--- config.mk ---
export PLATFORM = sky130hd
export DESIGN_NAME = bc1_color_index_encoder_unit
export DESIGN_NICKNAME = d
export VERILOG_FILES = /design/src/rtl/bc1ci_pkg.sv /design/src/rtl/bc1ci_palette.sv /design/src/rtl/bc1ci_lane.sv /design/src/rtl/bc1_color_index_encoder_unit.sv
export VERILOG_INCLUDE_DIRS = /design/src /design/src/rtl
export SDC_FILE = /design/constraint.sdc
export NUM_CORES = 2
export LEC_CHECK = 0
export BUFFER_PORTS_ARGS = -buffer_cell sky130_fd_sc_hd__buf_2
export CAP_MARGIN = 20
export CORE_ASPECT_RATIO = 0.5
export CORE_MARGIN = 1
export CORE_UTILIZATION = 60
export DETAILED_ROUTE_END_ITERATION = 7
export PLACE_DENSITY = 0.79
export SLEW_MARGIN = 20
export SYNTH_ARGS = -nofsm -noshare
export SYNTH_HDL_FRONTEND = slang
export SYNTH_SLANG_ARGS = --single-unit
--- constraint.sdc ---
create_clock -name aclk -period 7.8 [get_ports aclk]
set_input_delay 0.78 -clock aclk [delete_from_list [all_inputs] [get_ports aclk]]
set_output_delay 0.78 -clock aclk [all_outputs]
set_load 0.02 [all_outputs]
--- src/rtl/assert_macros.svh ---
// assertion macros for the top level of the bc1 color index encoder
// depends on nothing; clock and reset names aclk / aresetn are assumed in scope
`ifndef ASSERT_MACROS_SVH
`define ASSERT_MACROS_SVH

// check a property on every clock edge outside reset
`define BC1CI_ASSERT(label, prop, msg) \
    label: assert property (@(posedge aclk) disable iff (!aresetn) (prop)) else $error(msg);

// check that a condition implies another on the same edge
`define BC1CI_ASSERT_IMPL(label, cond, prop, msg) \
    label: assert property (@(posedge aclk) disable iff (!aresetn) (cond) |-> (prop)) \
        else $error(msg);

`endif

--- src/rtl/bc1ci_pkg.sv ---
// shared types and constants of the bc1 color index encoder
// used by the palette builder, the pixel lanes and the top level
`default_nettype none

package bc1ci_pkg;

    localparam int unsigned NUM_LANES = 4;
    localparam int unsigned NUM_ROWS  = 4;

    localparam logic [7:0]  MASK_5BIT = 8'hF8;
    localparam logic [7:0]  MASK_6BIT = 8'hFC;
    // reciprocal of three in 16-bit fixed point, exact for sums up to 765
    localparam logic [14:0] THIRD_MUL = 15'((1 << 16) / 3 + 1);

    // channel0 sits in the low byte
    typedef struct packed {
        logic [7:0] ch2;
        logic [7:0] ch1;
        logic [7:0] ch0;
    } rgb_t;

    // entry 0 = max, 1 = min, 2 = (2max+min)/3, 3 = (max+2min)/3
    typedef struct packed {
        rgb_t c3;
        rgb_t c2;
        rgb_t c1;
        rgb_t c0;
    } palette_t;

    typedef logic [1:0] pix_idx_t;
    typedef logic [1:0] row_cnt_t;

    localparam row_cnt_t LAST_ROW = 2'd3;

endpackage

`default_nettype wire

--- src/rtl/bc1ci_palette.sv ---
// builds the four-entry 5:6:5 palette from the two endpoint colors
// depends on bc1ci_pkg
`default_nettype none

module bc1ci_palette
    import bc1ci_pkg::*;
(
    input  wire rgb_t     endpoint_max,
    input  wire rgb_t     endpoint_min,
    output palette_t      palette
);

    function automatic rgb_t expand565(input rgb_t c);
        logic [7:0] r;
        logic [7:0] g;
        logic [7:0] b;
        rgb_t       o;
        r = c.ch0 & MASK_5BIT;
        g = c.ch1 & MASK_6BIT;
        b = c.ch2 & MASK_5BIT;
        o.ch0 = r | (r >> 5);
        o.ch1 = g | (g >> 6);
        o.ch2 = b | (b >> 5);
        return o;
    endfunction

    // floor(x/3) for x <= 765
    function automatic logic [7:0] div3(input logic [9:0] x);
        logic [24:0] prod;
        prod = 25'(x) * 25'(THIRD_MUL);
        return prod[23:16];
    endfunction

    function automatic logic [7:0] mix(input logic [7:0] a, input logic [7:0] b);
        return div3({1'b0, a, 1'b0} + {2'b00, b});
    endfunction

    rgb_t c0;
    rgb_t c1;

    always_comb begin
        c0 = expand565(endpoint_max);
        c1 = expand565(endpoint_min);
        palette.c0     = c0;
        palette.c1     = c1;
        palette.c2.ch0 = mix(c0.ch0, c1.ch0);
        palette.c2.ch1 = mix(c0.ch1, c1.ch1);
        palette.c2.ch2 = mix(c0.ch2, c1.ch2);
        palette.c3.ch0 = mix(c1.ch0, c0.ch0);
        palette.c3.ch1 = mix(c1.ch1, c0.ch1);
        palette.c3.ch2 = mix(c1.ch2, c0.ch2);
    end

endmodule

`default_nettype wire

--- src/rtl/bc1ci_lane.sv ---
// one pixel lane: distances to the four palette entries and index choice
// depends on bc1ci_pkg
`default_nettype none

module bc1ci_lane
    import bc1ci_pkg::*;
(
    input  wire palette_t palette,
    input  wire rgb_t     pixel,
    output pix_idx_t      index
);

    function automatic logic [7:0] absdiff(input logic [7:0] a, input logic [7:0] b);
        return (a > b) ? (a - b) : (b - a);
    endfunction

    function automatic logic [9:0] abs_dist(input rgb_t p, input rgb_t q);
        return {2'b00, absdiff(p.ch0, q.ch0)} + {2'b00, absdiff(p.ch1, q.ch1)}
             + {2'b00, absdiff(p.ch2, q.ch2)};
    endfunction

    logic [9:0] d0, d1, d2, d3;
    logic       b0, b1, b2, b3, b4;

    always_comb begin
        d0 = abs_dist(palette.c0, pixel);
        d1 = abs_dist(palette.c1, pixel);
        d2 = abs_dist(palette.c2, pixel);
        d3 = abs_dist(palette.c3, pixel);
        b0 = d0 > d3;
        b1 = d1 > d2;
        b2 = d0 > d2;
        b3 = d1 > d3;
        b4 = d2 > d3;
        index = {(b2 & b1) | (b3 & b0), b4 & b0};
    end

endmodule

`default_nettype wire

--- src/rtl/bc1_color_index_encoder_unit.sv ---
// bc1 color index encoder: usage
// s_ channel takes one texel row per word: the block's two endpoints and four
// pixels. m_ channel gives one 32-bit index word per four rows, pixel p
// (p = 4*row + column) at bits 2p+1:2p, first row in the low byte.
// pipeline: palette build and pixel registers, four distance lanes, then the
// row gather with the output register.
// the fourth row of a block passes the pixel registers and the row index
// register before its word is loaded into the output register for m_tvalid.
// throughput: one row per cycle unless stalled; one word per four rows.
// reset (aresetn low, synchronous) empties the pipeline, clears the row
// counter and the gathered indices; the next row accepted is row zero.
// when the receiver stalls, the finished word holds in the output register
// while up to three more rows gather and two sit in the pipe; s_tready drops
// only when a fourth row would need the still-occupied output register.
// depends on bc1ci_pkg, bc1ci_palette, bc1ci_lane, assert_macros.svh
`default_nettype none
`include "assert_macros.svh"

module bc1_color_index_encoder_unit
    import bc1ci_pkg::*;
(
    input  wire         aclk,
    input  wire         aresetn,
    input  wire         s_tvalid,
    output logic        s_tready,
    // endpoint_max[23:0], endpoint_min[47:24], pixel_a[71:48],
    // pixel_b[95:72], pixel_c[119:96], pixel_d[143:120]
    input  wire [143:0] s_tdata,
    output logic        m_tvalid,
    input  wire         m_tready,
    // index_word[31:0]
    output logic [31:0] m_tdata
);

    palette_t pal_comb;
    rgb_t     pix_in [NUM_LANES];

    // stage 0: palette and pixels
    logic     p0_valid_reg, p0_valid_next;
    palette_t pal_reg;
    rgb_t     pix_reg [NUM_LANES];

    // stage 1: lane indices of one row
    logic     p1_valid_reg, p1_valid_next;
    logic [7:0] row_idx_reg;
    logic [7:0] row_idx_comb;

    // gather and output
    row_cnt_t   row_cnt_reg, row_cnt_next;
    logic [23:0] partial_reg, partial_next;
    logic       m_valid_reg, m_valid_next;
    logic [31:0] m_data_reg, m_data_next;

    logic out_free, p1_go, p1_free, p0_free, p0_go;

    bc1ci_palette u_palette (
        .endpoint_max (rgb_t'(s_tdata[23:0])),
        .endpoint_min (rgb_t'(s_tdata[47:24])),
        .palette      (pal_comb)
    );

    always_comb begin
        for (int i = 0; i < NUM_LANES; i++) begin
            pix_in[i] = rgb_t'(s_tdata[48 + 24*i +: 24]);
        end
    end

    for (genvar g = 0; g < NUM_LANES; g++) begin : g_lane
        bc1ci_lane u_lane (
            .palette (pal_reg),
            .pixel   (pix_reg[g]),
            .index   (row_idx_comb[2*g +: 2])
        );
    end

    // back-pressure: only the last row of a block needs the output register
    always_comb begin
        out_free = !m_valid_reg || m_tready;
        p1_go    = p1_valid_reg && ((row_cnt_reg != LAST_ROW) || out_free);
        p1_free  = !p1_valid_reg || p1_go;
        p0_go    = p0_valid_reg && p1_free;
        p0_free  = !p0_valid_reg || p1_free;
        s_tready = p0_free;
    end

    always_comb begin
        p0_valid_next = p0_free ? s_tvalid : p0_valid_reg;
        p1_valid_next = p1_free ? p0_valid_reg : p1_valid_reg;
        row_cnt_next  = row_cnt_reg;
        partial_next  = partial_reg;
        m_valid_next  = m_valid_reg && !m_tready;
        m_data_next   = m_data_reg;
        if (p1_go) begin
            if (row_cnt_reg == LAST_ROW) begin
                m_data_next  = {row_idx_reg, partial_reg};
                m_valid_next = 1'b1;
                row_cnt_next = '0;
                partial_next = '0;
            end else begin
                unique case (row_cnt_reg)
                    2'd0:    partial_next[7:0]   = row_idx_reg;
                    2'd1:    partial_next[15:8]  = row_idx_reg;
                    default: partial_next[23:16] = row_idx_reg;
                endcase
                row_cnt_next = row_cnt_reg + 2'd1;
            end
        end
    end

    always_ff @(posedge aclk) begin
        if (!aresetn) begin
            p0_valid_reg <= 1'b0;
            p1_valid_reg <= 1'b0;
            row_cnt_reg  <= '0;
            partial_reg  <= '0;
            m_valid_reg  <= 1'b0;
        end else begin
            p0_valid_reg <= p0_valid_next;
            p1_valid_reg <= p1_valid_next;
            row_cnt_reg  <= row_cnt_next;
            partial_reg  <= partial_next;
            m_valid_reg  <= m_valid_next;
        end
    end

    // payload registers
    always_ff @(posedge aclk) begin
        if (s_tvalid && p0_free) begin
            pal_reg <= pal_comb;
            for (int i = 0; i < NUM_LANES; i++) begin
                pix_reg[i] <= pix_in[i];
            end
        end
        if (p0_go) begin
            row_idx_reg <= row_idx_comb;
        end
        m_data_reg <= m_data_next;
    end

    assign m_tvalid = m_valid_reg;
    assign m_tdata  = m_data_reg;

    `BC1CI_ASSERT(a_word_after_last_row,
        $rose(m_valid_reg) |-> ($past(row_cnt_reg) == LAST_ROW && row_cnt_reg == 2'd0),
        "index word raised without a fourth row")
    `BC1CI_ASSERT_IMPL(a_fresh_block_clear, row_cnt_reg == 2'd0, partial_reg == 24'd0,
        "gathered indices not cleared at block start")
    `BC1CI_ASSERT_IMPL(a_stall_only_when_full, !s_tready,
        p0_valid_reg && p1_valid_reg && m_valid_reg && row_cnt_reg == LAST_ROW,
        "input stalled with room in the pipeline")
    `BC1CI_ASSERT(a_stage1_holds,
        (p1_valid_reg && !p1_go) |=> (p1_valid_reg && $stable(row_idx_reg)),
        "stalled row indices lost")

endmodule

`default_nettype wire

==> impl_results.md <==
- Status: finished clean
- Worst Hold Depth: 1
- Fmax: 132 MHz
- Largest net degree at the start of global routing: 67
- Critical Path Start Type: flip-flop
- Slew HR: between 20 and 25%
- Setup crit end kind: flip-flop
- Clock buffer count from CTS: 27
- Max Transition Viols Final: 0
- Storage element area: 0.00707 mm^2
- Via count: 54200
- Slowest stage cell, crit path: edfxtp_1
- RD Place Congestion: ~1.1
- CP startpoint: pal_reg[48]
- Path category of the worst min-delay check: in -> reg
- Core Region: 0.103 mm^2
- CTS root buf: clkbuf_16
- Cell mode on critical path: ha_1
- Avg Inst Size Synth: 8.99 um^2
- Register area share after synthesis: 11.2%
- Multi-input gate area: 0.0518 mm^2
- Pin slew with the least headroom to its limit: 1.16 ns
- Detailed Routing Iterations Pass 1: 6
- Synth Register Bits: 245
- Syn Inst Count: about 7000
- # H-tree levels: 1
- DR WL/cell: 23.5 um
- Antenna violations before repair: 7
- Worst R2R Start: pal_reg[48]
- Post-layout min period: 7.60 ns
- Dpl hpwl: 173000 um
- Cell Rows: 83
- Nets: roughly 9300
- Synth-to-layout area growth: 7.35%
- Crit-path leading delay family: compound AO/OA/AOI/OAI gates
- CTS clk-pin slew, worst paths: 0.08 ns
- Clock latency on the worst-skew pair: around 0.64 ns
- Starting Density: 60.9%
- Worst path depth: 29
- CTS tree: done
- Synth warn: 0
- CP max stage delay: around 0.40 ns
- Reg2Reg Depth: 29
- Vias in the first global route: 51400
- Die H: approximately 230 um
- IO Pins: 182
- DR vias/cell: 6.21
- Max Cap Viol: 0
- Synth Net Count: about 9000
- Min-delay src: s_tdata[83]
- Async S/R FF share, synth: 0%
- Max reg flops: 96
- CP arrival: 7.98 ns
- CTS sink cnt: 245
- Clock skew: 0.0201 ns
- Remaining global-route overflow: 0
- Critical Path Fanout Max: 7
- First-pass GRT wire length: 305000 um
- Synth Flop Type: edfxtp_1
- Routed WL: roughly 200000 um
- Cts repair resizes: 0
- PortBufs: 165
- Cts hold-fix bufs: 0
- Setup TNS: 0 ns
- DIE AREA: roughly 0.11 mm^2
- GR Util All Layers: 38.0%
- CP bufs+invs: 4
- Die width: roughly 460 um
- Worst Path Class, Setup: reg -> reg
- WP data required: 8.18 ns
- Share of cells above drive strength 1: 7.53%
- FILL cells: 8801
- RSZ-0062 raised after global routing: no
- Fin. Hold Viols: 0
- EDFF count, synth: 216
- Detail Route Antenna Nets: 0
- Post-Syn Area: roughly 0.063 mm^2
- Tcrit/Tclk final: between 90% and 100%
- Finish-stage setup viols: 0
- DRC viols: 0
- CTS max path bufs: 3
- Drt initial violations: around 5700
- Setup bufs post-CTS: 0
- Yosys cell types: 87
layout by cell type (no fill, tap or decap), types with 20 or more instances in the layout:
cell type	count
ha_1	1533
inv_1	989
buf_2	165
mux2_2	111
xnor2_1	423
nand2b_1	41
a31oi_1	47
xor2_1	185
o211ai_1	37
o21a_1	58
mux2i_1	242
maj3_1	25
dfxtp_1	29
nand3_1	120
a211o_1	23
fa_1	314
nor2_1	239
a211oi_1	73
nor3_1	74
and3_1	63
or3_1	40
edfxtp_1	216
o22ai_1	46
o21bai_1	142
a221o_1	20
a21o_1	280
clkbuf_16	27
a21boi_0	26
buf_4	183
nand4_1	140
nor2b_1	124
o22a_1	36
a21oi_1	525
o21ai_0	178
nand2_1	255
through the flow:
step	worst slack [ns]	std cells	util [%]	hold WS (ns)	instance area, um^2
6_report	0.199	8723	65.4	0.307	67500
3_3_place_gp	0.467	8670	64.5	0.413	66500
3_5_place_dp	0.351	8670	64.5	0.420	66500
4_1_cts	0.381	8719	65.4	0.286	67500
5_1_grt	0.0678	8720	65.4	0.304	67500
2_1_floorplan	1.16	6996	-	0.408	62900
Yosys cell counts (all sizes together) (10+ instances only):
cell type	instances	area, um^2
a21o	280	2100
or3	40	250
a311oi	13	114
inv	989	3710
nor3	74	370
fa	314	6290
mux2	111	1250
o21ai	181	906
o22a	36	315
o211ai	37	278
a21oi	527	2650
o2111ai	20	181
nor2	240	901
a221o	20	200
nand4	140	876
and2	12	75.1
and3	65	409
a211oi	73	548
or2	21	131
maj3	30	307
xnor2	424	3720
buf	24	106
and4	10	87.6
nand2	255	957
o22ai	46	288
nor2b	124	776
o221ai	11	96.3
a22oi	17	128
edfxtp	216	6490
ha	1533	19200
clkbuf	52	196
nand2b	41	257
a221oi	12	111
nand3	120	601
o21bai	142	1070
o21a	58	435
a31oi	47	294
xor2	187	1650
a21boi	27	203
o31ai	13	126
nand3b	10	75.1
a211o	23	201
dfxtp	29	581
mux2i	242	2420
routing by layer:
layer	GRT usage [%]	up-vias	share of wire (%)
met5	0	-	0.013
met4	19.1	4	6.0
met3	9.49	546	11
met2	55.7	2515	40
met1	51.6	25700	42
li1	-	25500	-
final cells by class:
cell class,instances,share of cell area (%)
well taps,1402,2.60
multi-input cells,5686,76.7
diodes,4,0.0148
repair buffers,348,3.26
clock inverters,20,0.399
flip-flops and latches,245,10.5
inverters,989,5.50
clock buffers,29,1.01
logic make-up after synthesis:
| kind of cell | share of synthesized area, % |
|---|---|
| mux | 5.84 |
| fa+ha+maj | 41.0 |
| simple gates | 9.72 |
| buf+inv | 6.39 |
| xor+xnor | 8.55 |
| flops | 11.2 |
| compound gates | 17.3 |
final timing paths:
kind,end,slack (ns)
worst max-delay path,row_idx_reg[5],0.20
worst min-delay path,pix_reg[1][11],0.31
worst max register to register,row_idx_reg[5],0.20
worst min register to register,m_tdata[8],0.44
worst register-to-register path, delay by kind of cell (launching register included):
kind / cells / cell delay, ns
xor gates and xnor gates: 3 / 0.82
and+or+nand+nor: 4 / 0.65
DFF: 1 / 0.40
adders and majority gates: 7 / 2.27
muxes: 1 / 0.35
AOI/OAI and AO/OA: 10 / 2.28
buffers and inverters: 4 / 0.57
Power is not shown: default switching activity piles up to over one toggle a cycle in this logic, so the estimate is an artifact.
